File: config.mk
export PLATFORM = sky130hd
export DESIGN_NAME = dual_stepper_phase_sequencer_core
export DESIGN_NICKNAME = d
export VERILOG_FILES = /design/src/rtl/core/dsps_pkg.sv /design/src/rtl/core/dual_stepper_phase_sequencer_core.sv
export SDC_FILE = /design/constraint.sdc
export NUM_CORES = 1
export LEC_CHECK = 0
export ABC_AREA = 1
export BUFFER_PORTS_ARGS = -buffer_cell sky130_fd_sc_hd__buf_2
export CORE_MARGIN = 1
export CORE_UTILIZATION = 40
export CTS_BUF_LIST = sky130_fd_sc_hd__clkbuf_2
export CTS_CLUSTER_SIZE = 40
export DETAILED_ROUTE_END_ITERATION = 16
export SYNTH_ARGS = -nofsm -noshare
export SYNTH_HDL_FRONTEND = slang
export SYNTH_SLANG_ARGS = --single-unit
File: constraint.sdc
create_clock -name clk -period 4.8 [get_ports clk]
set_input_delay 0.96 -clock clk [delete_from_list [all_inputs] [get_ports clk]]
set_output_delay 0.96 -clock clk [all_outputs]
set_load 0.01 [all_outputs]
File: src/rtl/core/dsps_pkg.sv
// dsps_pkg: shared types, coil table and per-motor step function
// for the dual stepper phase sequencer; no dependencies
`default_nettype none

package dsps_pkg;

	typedef struct packed {
		logic [2:0] held_speed;
		logic [2:0] countdown;
		logic [1:0] phase;
	} motor_t;

	localparam logic [3:0] COIL_P0 = 4'b0101;
	localparam logic [3:0] COIL_P1 = 4'b1001;
	localparam logic [3:0] COIL_P2 = 4'b1010;
	localparam logic [3:0] COIL_P3 = 4'b0110;

	localparam logic [2:0] TEST_SPEED = 3'd1;

	function automatic logic [3:0] coil_of(input logic [1:0] phase);
		logic [3:0] pat;
		case (phase)
			2'd0:    pat = COIL_P0;
			2'd1:    pat = COIL_P1;
			2'd2:    pat = COIL_P2;
			default: pat = COIL_P3;
		endcase
		return pat;
	endfunction

	function automatic motor_t motor_step(input motor_t m, input logic [2:0] speed,
		input logic up);
		motor_t n;
		n = m;
		if (m.held_speed != speed) begin
			n.held_speed = speed;
			n.countdown  = speed;
		end else if (m.countdown != 3'd0) begin
			n.countdown = m.countdown - 3'd1;
		end else begin
			n.countdown = m.held_speed;
			n.phase     = up ? m.phase + 2'd1 : m.phase - 2'd1;
		end
		return n;
	endfunction

endpackage

`default_nettype wire

File: src/rtl/core/dual_stepper_phase_sequencer_core.sv
// a transaction passes the input register and then the result register
// throughput: one transaction per cycle when not stalled; motor state updates as an item
// leaves the input register; a stalled result holds both stages; the input side takes a new
// item whenever the input register is empty or moves on in the same cycle
// reset: asynchronous, active low; clears valids, tick phase and both motor states
// depends on dsps_pkg
`default_nettype none

module dual_stepper_phase_sequencer_core (
	input  wire logic        clk,
	input  wire logic        arst_n,
	input  wire logic        in_valid,
	output logic             in_stall,
	input  wire logic [11:0] command_word,
	input  wire logic        test_mode,
	output logic             out_valid,
	input  wire logic        out_stall,
	output logic [3:0]       coil_a,
	output logic [3:0]       coil_b
);

	logic             valid_s1;
	logic [11:0]      cmd_s1;
	logic             test_s1;
	logic             tick_q;
	dsps_pkg::motor_t mot_a_q;
	dsps_pkg::motor_t mot_b_q;
	logic             out_valid_q;
	logic [3:0]       coil_a_q;
	logic [3:0]       coil_b_q;

	logic             advance;
	logic             take;
	logic             en_a;
	logic             en_b;
	logic             up_a;
	logic             up_b;
	logic [2:0]       spd_a;
	logic [2:0]       spd_b;
	dsps_pkg::motor_t mot_a_d;
	dsps_pkg::motor_t mot_b_d;

	assign advance  = valid_s1 && (!out_valid_q || !out_stall);
	assign in_stall = valid_s1 && !advance;
	assign take     = in_valid && !in_stall;

	always_comb begin
		if (test_s1) begin
			en_a  = 1'b1;
			en_b  = 1'b1;
			up_a  = 1'b1;
			up_b  = 1'b0;
			spd_a = dsps_pkg::TEST_SPEED;
			spd_b = dsps_pkg::TEST_SPEED;
		end else begin
			en_a  = cmd_s1[2];
			en_b  = cmd_s1[3];
			up_a  = cmd_s1[4];
			up_b  = cmd_s1[5];
			spd_a = cmd_s1[8:6];
			spd_b = cmd_s1[11:9];
		end
	end

	always_comb begin
		mot_a_d = mot_a_q;
		mot_b_d = mot_b_q;
		if (tick_q) begin
			if (en_a) mot_a_d = dsps_pkg::motor_step(mot_a_q, spd_a, up_a);
			if (en_b) mot_b_d = dsps_pkg::motor_step(mot_b_q, spd_b, up_b);
		end
	end

	always_ff @(posedge clk or negedge arst_n) begin
		if (!arst_n) begin
			valid_s1    <= 1'b0;
			out_valid_q <= 1'b0;
			tick_q      <= 1'b0;
			mot_a_q     <= '0;
			mot_b_q     <= '0;
		end else begin
			if (take) begin
				valid_s1 <= 1'b1;
			end else if (advance) begin
				valid_s1 <= 1'b0;
			end
			if (advance) begin
				out_valid_q <= 1'b1;
				tick_q      <= !tick_q;
				mot_a_q     <= mot_a_d;
				mot_b_q     <= mot_b_d;
			end else if (!out_stall) begin
				out_valid_q <= 1'b0;
			end
		end
	end

	always_ff @(posedge clk) begin
		if (take) begin
			cmd_s1  <= command_word;
			test_s1 <= test_mode;
		end
		if (advance) begin
			coil_a_q <= en_a ? dsps_pkg::coil_of(mot_a_d.phase) : 4'd0;
			coil_b_q <= en_b ? dsps_pkg::coil_of(mot_b_d.phase) : 4'd0;
		end
	end

	assign out_valid = out_valid_q;
	assign coil_a    = coil_a_q;
	assign coil_b    = coil_b_q;

`ifndef SYNTHESIS
	a_stall_needs_item: assert property (@(posedge clk) disable iff (!arst_n)
		in_stall |-> valid_s1)
		else $error("input stall without a held item");

	a_tick_toggles: assert property (@(posedge clk) disable iff (!arst_n)
		advance |=> tick_q != $past(tick_q))
		else $error("tick phase did not toggle on a transaction");

	a_disabled_a_holds: assert property (@(posedge clk) disable iff (!arst_n)
		(advance && !en_a) |=> $stable(mot_a_q))
		else $error("disabled motor one state changed");

	a_coil_a_pattern: assert property (@(posedge clk) disable iff (!arst_n)
		(out_valid && coil_a != 4'd0) |-> (coil_a == dsps_pkg::COIL_P0 ||
		coil_a == dsps_pkg::COIL_P1 || coil_a == dsps_pkg::COIL_P2 ||
		coil_a == dsps_pkg::COIL_P3))
		else $error("motor one coil pattern not in phase table");
`endif

endmodule

`default_nettype wire

==> flow_summary.ini, run 1 <==
[run_status]
outcome = completed

[floorplan]
rows = 25
die_height_um = 73.0
die-area_um2 = 5330
core-area_um2 = 4790
start_util_pct = 42.2
pin_count = 27
die_w_um = 73.0

[finish]
syn2layout_area_growth_pct = 13.9
final_area_um2 = 2300
seqCellArea_um2 = 1050
nFillCells = 480
multiInputGateArea_um2 = 815
diodes = 0
nets = 302
post-route-util_pct = 48.1
fin_cells = 341
drive_gt1_share_pct = 13.9

[timing]
tightest_slew_ps = 467
rsz0062_at_grt = false
fin_crit_sh_pct = 48.8
final_max_slew_viol_count = 0
max_slew_margin_pct = 68.9
fin_hold_ws_ps = 483
max_freq_mhz = 427
finalCriticalPeriod_ps = 2340
setup_violations = 0
fin_skew_ps = 11.0
finalHoldViolations = 0
fin_setup_tns_ps = 0

[placed_design]
placed_area_um2 = 2210
hpwl_mm = 2.49
gp_congestion = 0.765
place_inst = 333
numPortBuffers = 24

[synth]
async_flop_share_pct = 50.0
yosysMostFrequentCell = nand2_1
ys_top_cells_by_count = nand2_1, inv_1, nor2_1
ys_types = 17
ys_top_cells_by_area = edfxtp_1, dfrtp_1, nand2_1
synth_flop_cell = edfxtp_1
syn_area_per_cell_um2 = 8.31
synth_warnings = 0
ys_seq_area_share_pct = 51.8
synth_fp_nets = 272
ys_ff_latch = 38
synth_top_area_cell = edfxtp_1
synth_edf_count = 19
yosysTopAreaCellShare_pct = 28.3
syn_area_um2 = 2020
syn_inst = 243

[critical_path]
worstSetupPathType = input port to output port
reg2reg_depth = 12
timing.rr.start = mot_b_q[2]
worstPathMaxFanout = 3
r2r-end = coil_b[3]
cp.arrival_ps = 1380
endpoint_kind = output port
r2r_slack_ps = 2570
cp.required_ps = 3840
worstSetupStartpointType = input port

[clock_tree]
cts_setup_buffers = 0
clock_latency_ps = 390
holdBufCountCts = 0
tritoncts = built
htree_levels = 2
cts_root_buf = clkbuf_2
clockBufferDepth = 2
clock-sinks = 38
post_cts_resized = 0
clkTransAtPathRegs_ps = 200
numCtsBuffers = 5

[flow_run]
drv_cap = 0

[drt]
dr.pass1.iters = 4
vias_per_cell = 4.44
vias = 1514
wl_per_cell_um = 9.77
drc_errors = 0
ant_nets = 0
drt_first_iter_violations = 29
finalWirelength_mm = 3.33

[grt]
grt_pass1_vias = 1318
grt_max_degree = 20
grt_pass1_wl_mm = 5.62
track_usage_pct = 14.0
antenna_found_initial = 0
overflow = 0

[power]
p_leak_nw = 1.20
intPower_mw = 0.771
pwr-share-comb_pct = 38.4
p_seq_share_pct = 41.5
switchingPower_mw = 0.457
p_per_area_nw_per_um2 = 534
power_frac_clock_pct = 20.1
vdd_ir_drop_max_uv = 210
switching_share_pct = 37.2

[worst_hold_path]
hold_path_class = input port to asynchronous set/reset pin
[registers in the layout (all words and copies together) (netlist names), 4 cells and up]
register / flops
cmd_s1: 10
coil_a: 4
mot_a_q: 8
coil_b: 4
mot_b_q: 8
[critical path, stage by stage]
cell,delay (ps)
buf_2,70
nand2_1,80
nor2_1,130
buf_2,150
[worst max path at each step]
stage / from / to / slack (ps) / cells after the start
2_1_floorplan: out_stall / in_stall / 2620 / 2
3_3_place_gp: out_stall / in_stall / 2460 / 4
3_5_place_dp: out_stall / in_stall / 2460 / 4
4_1_cts: out_stall / in_stall / 2450 / 4
5_1_grt: mot_b_q[3] / coil_b[1] / 2370 / 12
6_report: out_stall / in_stall / 2460 / 4
[final cells by class]
cell class / count / share of cell area [%]
Clock buffer: 5 / 1.09
Sequential cell: 38 / 45.5
Clock inverter: 3 / 2.77
Timing Repair Buffer: 24 / 5.22
Tap cell: 67 / 3.65
Multi-Input combinational cell: 165 / 35.4
Inverter: 39 / 6.37
[routing by layer]
| layer | vias up | track usage [%] | share of wire [%] |
|---|---|---|---|
| li1 | 823 | - | - |
| met1 | 655 | 19.3 | 54 |
| met2 | 31 | 20.7 | 41 |
| met3 | 5 | 4.14 | 4.1 |
| met4 | 0 | 5.23 | 1.7 |
| met5 | - | 0 | 0 |
[cells by family (layout without fill, tap and decap cells)]
logic type	count (synthesis)	in the layout	synth area share, %
muxes	2	2	0.992
AOI/OAI and AO/OA	12	12	3.16
DFF	38	38	51.8
buffers and inverters	40	71	7.81
adders and majority gates	12	12	7.44
xor gates and xnor gates	2	2	0.868
and+or+nand+nor	137	137	27.9
[through the flow]
stage | power (mW) | setup slack [ps]
after floorplan | 0.882 | 2620
after global placement | 0.981 | 2460
after detailed placement | 0.993 | 2460
after CTS | 1.24 | 2450
after global routing | 1.34 | 2370
final | 1.23 | 2460
[power groups by stage]
stage	Clock, mW	Sequential [mW]	Combinational, mW
finish	0.246	0.510	0.472
global route	0.262	0.523	0.556
CTS	0.253	0.510	0.477
detailed placement	0	0.517	0.476
global placement	0	0.518	0.463
floorplan	0	0.519	0.362
[cell usage in the layout (no fill, tap or decap)]
cell        n
inv_1      37
nor3_1      3
o21ai_0    11
xnor2_1     2
nand2_1    87
clkinv_1    1
buf_2      24
ha_1       12
mux2i_1     2
nor3_2      1
a21oi_2     1
clkbuf_2    5
nand4_1     3
nor2_1     21
nand3_1    19
dfrtp_1    19
inv_2       2
bufinv_16   2
nor2_2      3
edfxtp_1   19
Note: power is estimated with default switching activity, not from simulation.
==> run 2, diff against run 1 <==
clock period = 2.2 ns   (was 4.8 ns; I/O delays follow)
==> run 2 against run 1 <==
Critical path depth increased by 8. Total power increased by 120%. Largest cell class unchanged. Global-route usage increased by 0.65 points. Combinational power increased by 120%. Highest routed layer unchanged. Final cell count increased by 1.2%. Register-to-register slack got worse by 2400 ps. Critical endpoint is now coil_b[3]. Clock skew about the same. Core utilization increased by 0.99 points. Routed wire length decreased by 1.8%. Design area increased by 2.1%. Hold slack got worse by 280 ps. Worst setup slack got worse by 2300 ps.
==> flow_summary.ini, run 2 (synthesized netlist as in run 1, its figures left out) <==
[run_status]
outcome = completed

[grt]
grt_pass1_wl_mm = 5.78
track_usage_pct = 14.6
grt_max_degree = 20
overflow = 0
grt_pass1_vias = 1345
antenna_found_initial = 0

[critical_path]
worstSetupStartpointType = flop
worstPathMaxFanout = 3
cp_common_cell = inv_1
cp_cell_sequence = inv_1, ha_1, inv_1, nor2_1, nand3_1, a21oi_2, nand3_1, nand2_1, inv_1, ha_1, inv_1, nor2_1
cp.required_ps = 2380
reg2reg_depth = 12
startpoint = mot_b_q[2]
critPathMaxStageDelay_ps = 430
endpoint_kind = flop
timing.rr.start = mot_b_q[2]
crit_end = coil_b[3]
r2r_slack_ps = 200
cp.arrival_ps = 2180
slowest_stage = dfrtp_1
r2r-end = coil_b[3]
worstSetupPathType = flop to flop

[clock_tree]
clock-sinks = 38
cts_root_buf = clkbuf_2
clkTransAtPathRegs_ps = 200
htree_levels = 2
numCtsBuffers = 5
tritoncts = built
clock_latency_ps = 390
clockBufferDepth = 2

[drt]
wl_per_cell_um = 9.48
vias_per_cell = 4.39
dr.pass1.iters = 4
finalWirelength_mm = 3.27
drc_errors = 0
vias = 1514
drt_first_iter_violations = 33
ant_nets = 0

[timing]
setup_violations = 0
rsz0062_at_grt = false
finalCriticalPeriod_ps = 2000
fin_setup_tns_ps = 0
finalHoldViolations = 0
final_max_slew_viol_count = 0
fin_hold_ws_ps = 201
tightest_slew_ps = 467
max_freq_mhz = 500
fin_skew_ps = 10.7
fin_crit_sh_pct = 90.9
max_slew_margin_pct = 68.9

[finish]
reg_top3 = cmd_s1 (10), mot_a_q (8), mot_b_q (8)
syn2layout_area_growth_pct = 16.3
final_cell_mix = nand2_1, inv_1, buf_2
drive_gt1_share_pct = 15.8
diodes = 0
largest_reg_flops = 10
final_common_cell = nand2_1
regMostFlops = cmd_s1
nets = 306
fin_cells = 345
post-route-util_pct = 49.0

[power]
switching_share_pct = 37.1
power.total_mw = 2.71
vdd_ir_drop_max_uv = 413
p_seq_share_pct = 41.2
pwr-share-comb_pct = 39.0
switchingPower_mw = 1.00
intPower_mw = 1.70
power_frac_clock_pct = 19.8
p_leak_nw = 1.22
p_per_area_nw_per_um2 = 1150

[flow_run]
drv_cap = 0

[placed_design]
gp_congestion = 0.794
place_inst = 336
numPortBuffers = 24
hpwl_mm = 2.44

[floorplan]
die_w_um = 73.0
core-area_um2 = 4790
start_util_pct = 42.2
rows = 25
pin_count = 27
die_height_um = 73.0
die-area_um2 = 5330

[worst_hold_path]
hold_path_class = input port to flop
==> run 2: cell types whose count changed in the layout (fill, tap and decap cells not counted) <==
cell           previous run  this run
dlygate4sd3_1             0         1
buf_4                     0         3
nor2_1                   21        19
nand2_2                   0         1
nand2_1                  87        86
inv_2                     2         1
nor2_4                    0         1
nor2_2                    3         4
inv_4                     0         1
==> run 2: worst min-delay path by stage <==
stage	start	endpoint	slack (ps)	cells past startpoint
6_report	command_word[10]	cmd_s1[10]	200	1
5_1_grt	command_word[10]	cmd_s1[10]	150	1
4_1_cts	command_word[6]	cmd_s1[6]	170	1
3_5_place_dp	arst_n	mot_b_q[7]	430	1
3_3_place_gp	arst_n	mot_b_q[6]	430	1
2_1_floorplan	arst_n	mot_a_q[0]	140	0
==> run 2: metrics by stage <==
stage / setup slack (ps) / cell area [µm²]
after global placement: 176 / 2230
after detailed placement: 127 / 2230
after floorplan: 214 / 2020
final: 201 / 2350
after global routing: 6.68 / 2350
after CTS: 88.5 / 2330
==> run 2: routing by layer <==
layer	vias up	part of all wire, %	GRT usage, %
met5	-	0	0
met2	35	41	21.4
met4	0	1.7	5.88
li1	833	-	-
met1	641	52	20.1
met3	5	5.2	4.56
==> run 2: power groups by stage <==
stage	sequential, mW	clock, mW	combinational [mW]
floorplan	1.13	0	0.791
global placement	1.13	0	1.03
detailed placement	1.13	0	1.05
CTS	1.11	0.551	1.05
global route	1.14	0.573	1.25
finish	1.12	0.536	1.06
==> run 2: final cells by class <==
cell class | instances | area (µm²)
clock buffer | 5 | 25.0
sequential | 38 | 1050
multi-input combinational | 165 | 827
timing repair buffer | 28 | 153
fill | 466 | 2440
tap | 67 | 83.8
clock inverter | 3 | 63.8
inverter | 39 | 149
==> run 2: timing repair <==
action,in CTS,in global routing
endpoints found under the setup margin,0,6
endpoints found under the hold margin,19,0
buffers inserted,0,0
hold buffers,1,0
resized for setup,0,5
==> run 2: worst max-delay path, delay by kind of cell, from the launching register on <==
kind	cells	cell delay (ps)
AO/OA/AOI/OAI	1	160
adder cells (fa/ha/maj)	2	420
buffers and inverters	4	260
flip-flops	1	430
AND/OR/NAND/NOR	5	520
==> run 3, diff against run 2 <==
ABC_AREA = unset   (was 1)
CORE_ASPECT_RATIO = 0.7   (was unset)
==> run 3 against run 2 <==
Sequential power hardly changed. Combinational power up 53%. Clock skew grew 4.9 ps. Design area up 19%. The run now ends with setup timing left. Hold slack better by 9.5 ps. Sequential share of layout area decreased by 7.1 points. Maximum frequency decreased by 11%. Critical path depth decreased by 5. Register-to-register slack got worse by 240 ps.
==> flow_summary.ini, run 3 <==
[finish]
final_common_cell = buf_4
diodes = 0
drive_gt1_share_pct = 32.0
largest_reg_flops = 10
syn2layout_area_growth_pct = 26.0
nFillCells = 504
regMostFlops = cmd_s1
reg_top3 = cmd_s1 (10), mot_a_q (8), mot_b_q (8)
nets = 303
final_cell_mix = buf_4, buf_2, nor2_1, nand2_1, edfxtp_1

[timing]
max_freq_mhz = 446
finalHoldViolations = 0
fin_hold_ws_ps = 210
rsz0062_at_grt = true
final_max_slew_viol_count = 0
finalCriticalPeriod_ps = 2240
setup_violations = 1
tightest_slew_ps = 625
fin_setup_tns_ps = -41.1
max_slew_margin_pct = 58.3
fin_skew_ps = 15.6
setup_ws_ps = -41.1
fin_crit_sh_pct = 102

[clock_tree]
clockBufferDepth = 2
clkTransAtPathRegs_ps = 200
tritoncts = built
clock_latency_ps = 380
numCtsBuffers = 5
htree_levels = 2
cts_root_buf = clkbuf_2
clock-sinks = 38

[worst_hold_path]
hold_path_depth = 1
hp-start = command_word[5]
min_to = cmd_s1[5]
hold_path_class = input port to flop

[synth]
synth_top_area_cell = edfxtp_1
syn_area_um2 = 2220
ys_types = 49
synth_edf_count = 19
synth_warnings = 0
ys_top_cells_by_count = nand2_1, nor2_1, dfrtp_1, edfxtp_1, xnor2_1
yosysTopAreaCellShare_pct = 25.7
ys_top_cells_by_area = edfxtp_1, dfrtp_1, ha_1
async_flop_share_pct = 50.0
synth_fp_nets = 244
ys_ff_latch = 38
syn_area_per_cell_um2 = 10.3
synth_flop_cell = edfxtp_1
syn_inst = 215
ys_seq_area_share_pct = 47.2

[critical_path]
worstPathMaxFanout = 2
r2r_slack_ps = -40
timing.rr.start = mot_b_q[0]
worstSetupStartpointType = flop
cp.arrival_ps = 2410
reg2reg_depth = 7
worstSetupPathType = flop to flop
r2r-end = coil_b[3]
cp.required_ps = 2370
endpoint_kind = flop

[drt]
top_layer_used = met4
vias = 1730
drt_first_iter_violations = 110
wl_met2_mm = 1.91
ant_nets = 0
wl_per_cell_um = 13.1
dr.pass1.iters = 6
vias_per_cell = 4.99
wl_met3_um = 254
finalWirelength_mm = 4.54
drc_errors = 0
met1Wirelength_mm = 2.36

[floorplan]
pin_count = 27
start_util_pct = 42.0
die_height_um = 64.3
rows = 22
die_w_um = 91.0
core-area_um2 = 5290
die-area_um2 = 5850

[flow_run]
drv_cap = 0

[placed_design]
dp_slack_ps = -58.2
gp_congestion = 0.931
hpwl_mm = 3.24
numPortBuffers = 24

[run_status]
outcome = finished with violations
violations = setup timing

[grt]
overflow = 0
grt_pass1_wl_mm = 7.32
antenna_found_initial = 0
track_usage_pct = 16.2
grt_pass1_vias = 1568
grt_max_degree = 20

[power]
p_leak_nw = 1.26
vdd_ir_drop_max_uv = 448
power.total_mw = 3.10
p_per_area_nw_per_um2 = 1110
[run 3: worst max-delay path by stage]
| stage | start | slack (ps) | to | depth (start not counted) |
|---|---|---|---|---|
| after detailed placement | mot_b_q[2] | -60 | coil_b[3] | 9 |
| after CTS | mot_b_q[0] | -40 | coil_b[3] | 7 |
| after global routing | mot_b_q[0] | -100 | coil_b[3] | 7 |
| after floorplan | mot_b_q[5] | -50 | coil_b[3] | 8 |
| after global placement | mot_b_q[2] | -50 | coil_b[3] | 9 |
| final | mot_b_q[0] | -40 | coil_b[3] | 7 |
[run 3: area by class of cell]
type / instances / area [µm²] / share of cell area (%)
Clock buffer: 8 / 40.0 / 1.43
Inverter: 9 / 33.8 / 1.21
Multi-Input combinational cell: 160 / 1190 / 42.5
Sequential cell: 38 / 1050 / 37.5
Tap cell: 72 / 90.1 / 3.22
Timing Repair Buffer: 60 / 397 / 14.2
[run 3: critical path: stages (launching register included)]
cell and delay, ps:
dfrtp_1 420, or4_1 500, or3_1 330, nand3_2 120
nand3_4 90, xnor2_2 150, ha_1 290, nor2b_1 130
[run 3: report_power, final]
part           switching [mW]  internal, mW
registers               0.178         0.977
clock network           0.228        0.0939
logic                   0.800         0.822
total                    1.21          1.89
[run 3: through the flow]
stage                     area (µm²)  std cells  utilization, %
after floorplan                 2220        215               -
after global placement          2570        327            48.7
after detailed placement        2570        327            48.7
after CTS                       2620        336            49.6
after global routing            2790        347            52.9
final                           2790        347            52.9
[run 3: metal layers]
metal / up-vias / global-route usage [%]
met1: 806 / 23.1
met4: 0 / 4.17
met5: - / 0
met3: 4 / 4.88
met2: 44 / 23.8
li1: 876 / -
[run 3: what timing repair did]
item                                    in CTS  in global routing
resized for setup                            0                 16
hold endpoints to repair                    19                  0
cloned                                       0                  0
endpoints found under the setup margin       1                  8
pin swaps                                    1                 10
hold buffers                                 1                  0
setup buffers                                0                 11
[run 3: logic make-up after synthesis]
logic type / after synthesis / synth area share (%)
mux: 3 / 1.41
flops: 38 / 47.2
compound gates: 37 / 12.3
xor+xnor: 22 / 8.69
fa+ha+maj: 12 / 6.77
simple gates: 86 / 20.1
buf+inv: 17 / 3.50
